--- config.mk ---
export PLATFORM = sky130hd
export DESIGN_NAME = imu_frame_resync_parser
export DESIGN_NICKNAME = d
export VERILOG_FILES = /design/src/hdl/ifrp_pkg.sv /design/src/hdl/ifrp_frame_check.sv /design/src/hdl/imu_frame_resync_parser.sv
export SDC_FILE = /design/constraint.sdc
export NUM_CORES = 1
export LEC_CHECK = 0
export BUFFER_PORTS_ARGS = -buffer_cell sky130_fd_sc_hd__buf_4
export CELL_PAD_IN_SITES_DETAIL_PLACEMENT = 1
export CELL_PAD_IN_SITES_GLOBAL_PLACEMENT = 1
export CORE_MARGIN = 2
export CORE_UTILIZATION = 50
export CTS_CLUSTER_SIZE = 8
export DETAILED_ROUTE_END_ITERATION = 8
export PLACE_DENSITY_LB_ADDON = 0.1
export REMOVE_ABC_BUFFERS = 1
export SYNTH_ARGS = -nofsm -noshare
export SYNTH_HDL_FRONTEND = slang
export SYNTH_SLANG_ARGS = --single-unit
--- constraint.sdc ---
create_clock -name clk -period 34.9 [get_ports clk]
set_input_delay 3.49 -clock clk [delete_from_list [all_inputs] [get_ports clk]]
set_output_delay 3.49 -clock clk [all_outputs]
set_load 0.05 [all_outputs]
--- src/hdl/ifrp_pkg.sv ---
// ----------------------------------------------------------------------------
// ifrp_pkg
// Types and constants shared by the IMU frame resync parser.
// ----------------------------------------------------------------------------
package ifrp_pkg;

  localparam int unsigned WIN_LEN  = 19;   // bytes in one frame
  localparam int unsigned FILL_W   = 5;    // fill count width, holds 0..WIN_LEN
  localparam int unsigned SUM_LEN  = 16;   // bytes 2..17 enter the checksum
  localparam logic [7:0]  HDR_BYTE = 8'hAA;

  // Element 0 is the oldest byte in the window.
  typedef logic [WIN_LEN-1:0][7:0] win_t;

  typedef struct packed {
    logic [7:0]  data_byte;
    logic [31:0] time_ms;
  } in_t;

  typedef struct packed {
    logic               frame_ok;
    logic [7:0]         sample_index;
    logic signed [15:0] yaw_centideg;
    logic signed [15:0] pitch_centideg;
    logic signed [15:0] roll_centideg;
    logic signed [15:0] accel_x_millig;
    logic signed [15:0] accel_y_millig;
    logic signed [15:0] accel_z_millig;
    logic [31:0]        good_frames;
    logic [31:0]        bad_frames;
    logic [31:0]        last_good_time_ms;
  } out_t;

  // Decoded frame payload, zero when no good frame.
  typedef struct packed {
    logic [7:0]         sample_index;
    logic signed [15:0] yaw_centideg;
    logic signed [15:0] pitch_centideg;
    logic signed [15:0] roll_centideg;
    logic signed [15:0] accel_x_millig;
    logic signed [15:0] accel_y_millig;
    logic signed [15:0] accel_z_millig;
  } frame_t;

  typedef struct packed {
    logic header_hit;   // full window starting with two header bytes
    logic frame_good;   // header hit and checksum matches
  } chk_t;

endpackage

--- src/hdl/ifrp_frame_check.sv ---
// ----------------------------------------------------------------------------
// ifrp_frame_check
// Header match, 8-bit checksum over bytes 2..17 and field decode of a window.
// ----------------------------------------------------------------------------
module ifrp_frame_check (
  input  ifrp_pkg::win_t   window,
  input  logic             full,
  output ifrp_pkg::chk_t   status,
  output ifrp_pkg::frame_t frame
);
  import ifrp_pkg::*;

  logic [7:0] lvl1 [8];
  logic [7:0] lvl2 [4];
  logic [7:0] lvl3 [2];
  logic [7:0] sum;

  // Registered-free adder tree, wrapping at 8 bits
  always_comb begin
    for (int i = 0; i < 8; i++) begin
      lvl1[i] = window[2 + 2*i] + window[3 + 2*i];
    end
    for (int i = 0; i < 4; i++) begin
      lvl2[i] = lvl1[2*i] + lvl1[2*i + 1];
    end
    for (int i = 0; i < 2; i++) begin
      lvl3[i] = lvl2[2*i] + lvl2[2*i + 1];
    end
    sum = lvl3[0] + lvl3[1];
  end

  always_comb begin
    status.header_hit = full && (window[0] == HDR_BYTE) && (window[1] == HDR_BYTE);
    status.frame_good = status.header_hit && (sum == window[SUM_LEN + 2]);
  end

  always_comb begin
    frame = '0;
    if (status.frame_good) begin
      frame.sample_index   = window[2];
      frame.yaw_centideg   = {window[4],  window[3]};
      frame.pitch_centideg = {window[6],  window[5]};
      frame.roll_centideg  = {window[8],  window[7]};
      frame.accel_x_millig = {window[10], window[9]};
      frame.accel_y_millig = {window[12], window[11]};
      frame.accel_z_millig = {window[14], window[13]};
    end
  end

endmodule

--- src/hdl/imu_frame_resync_parser.sv ---
// ----------------------------------------------------------------------------
// imu_frame_resync_parser
// Byte-stream IMU frame parser with self-resynchronising 19-byte window.
// ----------------------------------------------------------------------------
// Input channel (in_valid/in_ready/in_item): one received byte and its arrival
// time in ms per transaction. Output channel (out_valid/out_ready/out_item):
// exactly one result per input byte, in order.
// A full window starting AA AA whose byte sum over 2..17 equals byte 18 gives
// frame_ok with the decoded index and six signed words, bumps good_frames,
// latches the timestamp and empties the window. Header with a wrong sum
// bumps bad_frames and the window keeps sliding. Frame fields are zero
// otherwise; the counters always show the state after the byte.
// Each byte goes from the input register to the result register; the
// per-byte window update (shift, 16-byte adder tree, compare, counter update)
// is combinational between them. Throughput: one byte per cycle unless stalled.
// The input register and the result register each hold one transaction, so
// input stays open while a result waits; a stalled receiver backs up into
// in_ready after two transactions.
// Reset (rst, synchronous) empties the window and clears all counters and
// the last-good timestamp; both channels come up empty.
// ----------------------------------------------------------------------------
module imu_frame_resync_parser (
  input  logic           clk,
  input  logic           rst,
  input  logic           in_valid,
  output logic           in_ready,
  input  ifrp_pkg::in_t  in_item,
  output logic           out_valid,
  input  logic           out_ready,
  output ifrp_pkg::out_t out_item
);
  import ifrp_pkg::*;

  localparam logic [FILL_W-1:0] FillFull = FILL_W'(WIN_LEN);

  logic              s1_valid;
  in_t               s1_item;
  logic              advance;

  win_t              window;
  win_t              window_next;
  logic [FILL_W-1:0] fill_count;
  logic [FILL_W-1:0] fill_after;
  logic [FILL_W-1:0] fill_count_next;
  logic [31:0]       good_count;
  logic [31:0]       good_count_next;
  logic [31:0]       bad_count;
  logic [31:0]       bad_count_next;
  logic [31:0]       last_good_stamp;
  logic [31:0]       last_good_stamp_next;

  chk_t              status;
  frame_t            frame;

  assign advance  = s1_valid && (!out_valid || out_ready);
  assign in_ready = !s1_valid || advance;

  // Always shifting in at the top gives the same window as filling by index
  assign window_next = {s1_item.data_byte, window[WIN_LEN-1:1]};
  assign fill_after  = (fill_count < FillFull) ? fill_count + 1'b1 : fill_count;

  ifrp_frame_check u_check (
    .window (window_next),
    .full   (fill_after == FillFull),
    .status (status),
    .frame  (frame)
  );

  always_comb begin
    fill_count_next      = fill_after;
    good_count_next      = good_count;
    bad_count_next       = bad_count;
    last_good_stamp_next = last_good_stamp;
    if (status.frame_good) begin
      fill_count_next      = '0;
      good_count_next      = good_count + 32'd1;
      last_good_stamp_next = s1_item.time_ms;
    end else if (status.header_hit) begin
      bad_count_next = bad_count + 32'd1;
    end
  end

  always_ff @(posedge clk) begin
    if (rst) begin
      s1_valid <= 1'b0;
    end else if (in_ready) begin
      s1_valid <= in_valid;
    end
    if (in_valid && in_ready) begin
      s1_item <= in_item;
    end
  end

  always_ff @(posedge clk) begin
    if (rst) begin
      fill_count      <= '0;
      good_count      <= '0;
      bad_count       <= '0;
      last_good_stamp <= '0;
    end else if (advance) begin
      fill_count      <= fill_count_next;
      good_count      <= good_count_next;
      bad_count       <= bad_count_next;
      last_good_stamp <= last_good_stamp_next;
    end
    if (advance) begin
      window <= window_next;
    end
  end

  always_ff @(posedge clk) begin
    if (rst) begin
      out_valid <= 1'b0;
    end else if (advance) begin
      out_valid <= 1'b1;
    end else if (out_ready) begin
      out_valid <= 1'b0;
    end
    if (advance) begin
      out_item.frame_ok          <= status.frame_good;
      out_item.sample_index      <= frame.sample_index;
      out_item.yaw_centideg      <= frame.yaw_centideg;
      out_item.pitch_centideg    <= frame.pitch_centideg;
      out_item.roll_centideg     <= frame.roll_centideg;
      out_item.accel_x_millig    <= frame.accel_x_millig;
      out_item.accel_y_millig    <= frame.accel_y_millig;
      out_item.accel_z_millig    <= frame.accel_z_millig;
      out_item.good_frames       <= good_count_next;
      out_item.bad_frames        <= bad_count_next;
      out_item.last_good_time_ms <= last_good_stamp_next;
    end
  end

endmodule

# Word-level counts from Yosys, hierarchy flattened

Cells that the tools add are included.

Reductions and logical operators: 10
Mux-type cells: 8
$lt $le $gt $ge: 1
Equality and inequality tests: 4
Add/sub/neg operators: 18

Operator list:

| operator                | number |
|---|---|
| $mux W32                | 4 |
| $add A8 B8 Y8           | 15 |
| $add A32 B1 Y32 const B | 2 |
| $eq A8 B8 Y1 const B    | 2 |
| $mux W5                 | 2 |
| $eq A8 B8 Y1            | 1 |
| $add A5 B1 Y5 const B   | 1 |
| $eq A5 B5 Y1 const B    | 1 |
| $logic_and A1 B1 Y1     | 5 |
| $lt A5 B5 Y1 const B    | 1 |
| $logic_not A1 Y1        | 2 |
| $logic_or A1 B1 Y1      | 2 |
| $mux W1                 | 2 |
| $reduce_bool A2 Y1      | 1 |

Output and inout port bits: 203
Register bits: 488

# Longest topological paths before layout

Depth after elaboration: 7
Gate-level depth with buffers: 23
Mapped depth without buffers: 21

# Cells and area by module

A second synthesis with hierarchy kept.

Cell total of the unflattened synthesis: 1507
Area total of the unflattened synthesis: 21112.7 um2

Modules (own cells, without submodules):

| module                  | area an instance (um2) | times used | cells each |
|---|---|---|---|
| imu_frame_resync_parser | 17523.1                | 1          | 1120 |
| ifrp_frame_check        | 3589.7                 | 1          | 387 |

# Least setup slack after synthesis

Ideal clock, no wire load.

Kind: input to register
From: input port out_ready
To: register bad_count[20]
Path slack: 19.650 ns
Arrival: 15.180 ns
Stages: 7
Setup time: 0.070 ns
Path through: nor2b_1 nand2b_1 inv_1 clkbuf_1 o2111ai_1 or3_1 a21oi_1

Longest elaborated chain between the ends: 2

Ends and longest elaborated chain:

| element              | line                           | RTL |
|---|---|---|
| start, declared      | imu_frame_resync_parser.sv:29  | `input logic out_ready,` |
| $logic_or A1 B1 Y1   | imu_frame_resync_parser.sv:55  | `assign advance = s1_valid && (!out_valid \|\| out_ready);` |
| $logic_and A1 B1 Y1  | imu_frame_resync_parser.sv:55  |  |
| named net advance    | imu_frame_resync_parser.sv:38  | `logic advance;` |
| end signal, assigned | imu_frame_resync_parser.sv:103 | `bad_count <= bad_count_next;` |
| end, declared        | imu_frame_resync_parser.sv:47  | `logic [31:0] bad_count;` |

The timed path passes the listed nets, and every way through them passes these cells.
A chain may end at the register's enable or synchronous reset.

# Worst setup path after layout

From: register window[99] (netlist bit)
To: register out_item[89] (netlist bit) (data pin)

Longest elaborated chain between the ends: 7

Ends and longest elaborated chain:

| element                       | line                           | RTL |
|---|---|---|
| start, declared               | imu_frame_resync_parser.sv:40  | `win_t window;` |
| start signal, assigned        | imu_frame_resync_parser.sv:107 | `window <= window_next;` |
| $add A8 B8 Y8                 | ifrp_frame_check.sv:21         | `lvl1[i] = window[2 + 2*i] + window[3 + 2*i];` |
| $add A8 B8 Y8                 | ifrp_frame_check.sv:24         | `lvl2[i] = lvl1[2*i] + lvl1[2*i + 1];` |
| $add A8 B8 Y8                 | ifrp_frame_check.sv:27         | `lvl3[i] = lvl2[2*i] + lvl2[2*i + 1];` |
| $add A8 B8 Y8                 | ifrp_frame_check.sv:29         | `sum = lvl3[0] + lvl3[1];` |
| $eq A8 B8 Y1                  | ifrp_frame_check.sv:34         | `status.frame_good = status.header_hit && (sum == window[SUM_LEN + 2]);` |
| $logic_and A1 B1 Y1           | ifrp_frame_check.sv:34         |  |
| $mux W32                      | imu_frame_resync_parser.sv:74  | `if (status.frame_good) begin` |
| named net good_count_next[25] | imu_frame_resync_parser.sv:46  | `logic [31:0] good_count_next;` |
| end, declared                 | imu_frame_resync_parser.sv:30  | `output ifrp_pkg::out_t out_item` |

The timed path passes the listed nets, and every way through them passes these cells.

==> impl_metrics.env <==
export IMPL_status="complete, no violations"
export IMPL_setup_viol=0
export IMPL_clk_pin_slew_ns=0.05
export IMPL_via_count=12727
export IMPL_cts_sink_count=488
export IMPL_rows=74
export IMPL_grt_pass1_vias=13962
export IMPL_tns_ns=0
export IMPL_worstSetupStartpointType="flop"
export IMPL_syn_area_per_cell_sq_um=13.20
export IMPL_routed_wl_mm=48.47
export IMPL_hold_buffers=0
export IMPL_clock_path_buffers=3
export IMPL_core_area_sq_um=41020
export IMPL_worstSkewPairLatency_ns=0.57
export IMPL_p_leak_nw=9.407
export IMPL_stdcell_count=2411
export IMPL_cts_inserted_buffers=70
export IMPL_antenna_found_initial=1
export IMPL_cts_repair_resized=0
export IMPL_num_io_pins=247
export IMPL_timing_final_ws_setup_ns=26.00
export IMPL_hold_path_class="flop to flop"
export IMPL_grt_overflow=0
export IMPL_htree_levels=3
export IMPL_cts_tree="done"
export IMPL_synth_top_cell_by_area="edfxtp_1"
export IMPL_syn_inst=1582
export IMPL_ir_drop_uv=114.5
export IMPL_ant_nets=0
export IMPL_worstPathRequired_ns=35.20
export IMPL_synth_flop_cell="edfxtp_1"
export IMPL_async_flop_share_pct=0
export IMPL_drtIter0Drc=648
export IMPL_ys_warn_count=0
export IMPL_die_x_um=208.4
export IMPL_crit_fanout=116
export IMPL_grt_use_total_pct=22.87
export IMPL_cp_end_kind="flop"
export IMPL_first_pass_iters=5
export IMPL_areaGrowthSynthToFinish_pct=20.49
export IMPL_final_common_cell="edfxtp_1"
export IMPL_vias_per_cell=5.279
export IMPL_place_inst=2309
export IMPL_post_cts_buffers=0
export IMPL_finClkSkew_ns=0.01553
export IMPL_port_buffers=246
export IMPL_slew_violations=0
export IMPL_grt_max_degree=117
export IMPL_most_common_layout_cells="385 x edfxtp_1, 253 x buf_4, 220 x nand2_1"
export IMPL_cp_arrival_ns=9.20
export IMPL_powerDensity_nw_per_um2=74.29
export IMPL_avgRoutedWirePerCell_um=20.10
export IMPL_ys_top_cells_by_area="edfxtp_1 55%, dfxtp_1 9.9%, fa_1 8.3%"
export IMPL_total_power_mw=1.870
export IMPL_ys_seq_area_share_pct=65.22
export IMPL_hold_viol_final=0
export IMPL_root_buffer="clkbuf_16"
export IMPL_grt_pass1_wl_mm=77.81
export IMPL_synth_top_area_share_pct=55.35
export IMPL_synth_edf_count=385
export IMPL_die_area_sq_um=43430
export IMPL_drive_above_1_share_pct=18.21
export IMPL_gp_congestion=0.7573
export IMPL_start_util_pct=50.92
export IMPL_worst_slew_pin_slew_ns=1.220
export IMPL_ys_ff_latch=488
export IMPL_rsz0062_at_grt="false"
export IMPL_nets=1996
export IMPL_pre_cts_ws_ns=25.91
export IMPL_max_slew_margin_pct=18.64
export IMPL_die_y_um=208.4
export IMPL_period_needed_ns=8.896
export IMPL_post_route_period_util_pct=25.49
export IMPL_fmax_mhz=112.4
export IMPL_ys_types=50
export IMPL_netlist_area_sq_um=20890
export IMPL_route_detailed_drc=0
export IMPL_drv_cap=0
export IMPL_setup_worst_path_class="flop to flop"
export IMPL_dpl_hpwl_mm=31.18
-- stage by stage --
stage	utilization [%]	cell area, sq um	hold slack, ns
final	61.36	25170	0.4527
after floorplan	-	20650	0.4168
after CTS	61.35	25170	0.4558
after detailed placement	56.64	23230	0.4483
after global routing	61.35	25170	0.4676
after global placement	56.64	23230	0.4323
-- power by group --
| group | total [mW] | internal [mW] | leakage (nW) | switching (mW) |
|---|---|---|---|---|
| registers | 0.665 | 0.652 | 4.33 | 0.0129 |
| clock network | 0.612 | 0.376 | 0.933 | 0.235 |
| logic | 0.594 | 0.223 | 4.14 | 0.371 |
-- cell type report --
| type | count | area (sq um) |
|---|---|---|
| clock buffer | 101 | 1932 |
| multi-input combinational | 922 | 6608 |
| timing repair buffer | 253 | 1899 |
| sequential | 488 | 13620 |
| fill | 4021 | 15850 |
| tap | 532 | 665.6 |
| inverter | 114 | 437.9 |
| antenna | 1 | 2.502 |
-- logic make-up after synthesis --
family,after synthesis,share of synthesized area (%)
flops,488,65.22
fa+ha+maj,103,9.297
compound gates,167,4.547
xor+xnor,115,4.966
buf+inv,172,3.199
simple gates,537,12.77
-- flip-flops by register name, summed over array words and instances (netlist names) --
signal and flops:
out_item 201, window 144, s1_item 40, bad_count 32, good_count 32, last_good_stamp 32
fill_count 5, out_valid 1, s1_valid 1
-- routing by layer --
layer | up-vias | global-route usage, % | part of all wire (%)
met2 | 249 | 40.32 | 53
met3 | 65 | 5.751 | 5.4
met4 | 0 | 6.252 | 1.6
li1 | 5963 | - | -
met5 | - | 0 | 0
met1 | 6450 | 27.97 | 40
-- synth_stat cells (3+ instances only) --
| cell | number |
|---|---|
| fa_1 | 87 |
| o2111ai_1 | 3 |
| and2_1 | 109 |
| or4_1 | 12 |
| buf_1 | 8 |
| nand2_1 | 220 |
| nand3_1 | 42 |
| a21oi_1 | 91 |
| o31ai_1 | 15 |
| xor2_1 | 50 |
| nor3_1 | 12 |
| nand2b_1 | 3 |
| inv_1 | 113 |
| o21ai_0 | 39 |
| buf_2 | 9 |
| clkbuf_1 | 38 |
| nor4bb_1 | 4 |
| or2_2 | 4 |
| dfxtp_1 | 103 |
| or3_1 | 40 |
| nor2_1 | 56 |
| nor2b_1 | 4 |
| and3_1 | 10 |
| and4_1 | 5 |
| o211ai_1 | 3 |
| buf_4 | 3 |
| xnor2_1 | 63 |
| edfxtp_1 | 385 |
| a21o_1 | 5 |
| nand4_1 | 8 |
| ha_1 | 16 |
-- critical path, cell delays in order, from the launching register on --
cell,delay (ns)
edfxtp_1,0.44
fa_1,0.57
inv_1,0.06
fa_1,0.54
inv_1,0.06
fa_1,0.50
inv_1,0.05
fa_1,0.49
fa_1,0.54
fa_1,0.61
inv_1,0.07
ha_1,0.29
a21o_1,0.17
a21o_1,0.20
a21o_1,0.18
a21oi_1,0.21
xnor3_1,0.47
nand3_2,0.94
inv_4,0.85
buf_4,0.84
nand3_1,0.21
xnor2_1,0.22
-- path summary, 6_finish.rpt --
| check | start | endpoint | slack, ns | cells past startpoint |
|---|---|---|---|---|
| hold reg to reg | last_good_stamp[7] | last_good_stamp[7] | 0.45 | 2 |
| hold / removal | last_good_stamp[7] | last_good_stamp[7] | 0.45 | 2 |
| setup reg to reg | window[99] | out_item[89] | 26.00 | 21 |
| setup / recovery | window[99] | out_item[89] | 26.00 | 21 |
(Power assumes the default switching activity.)
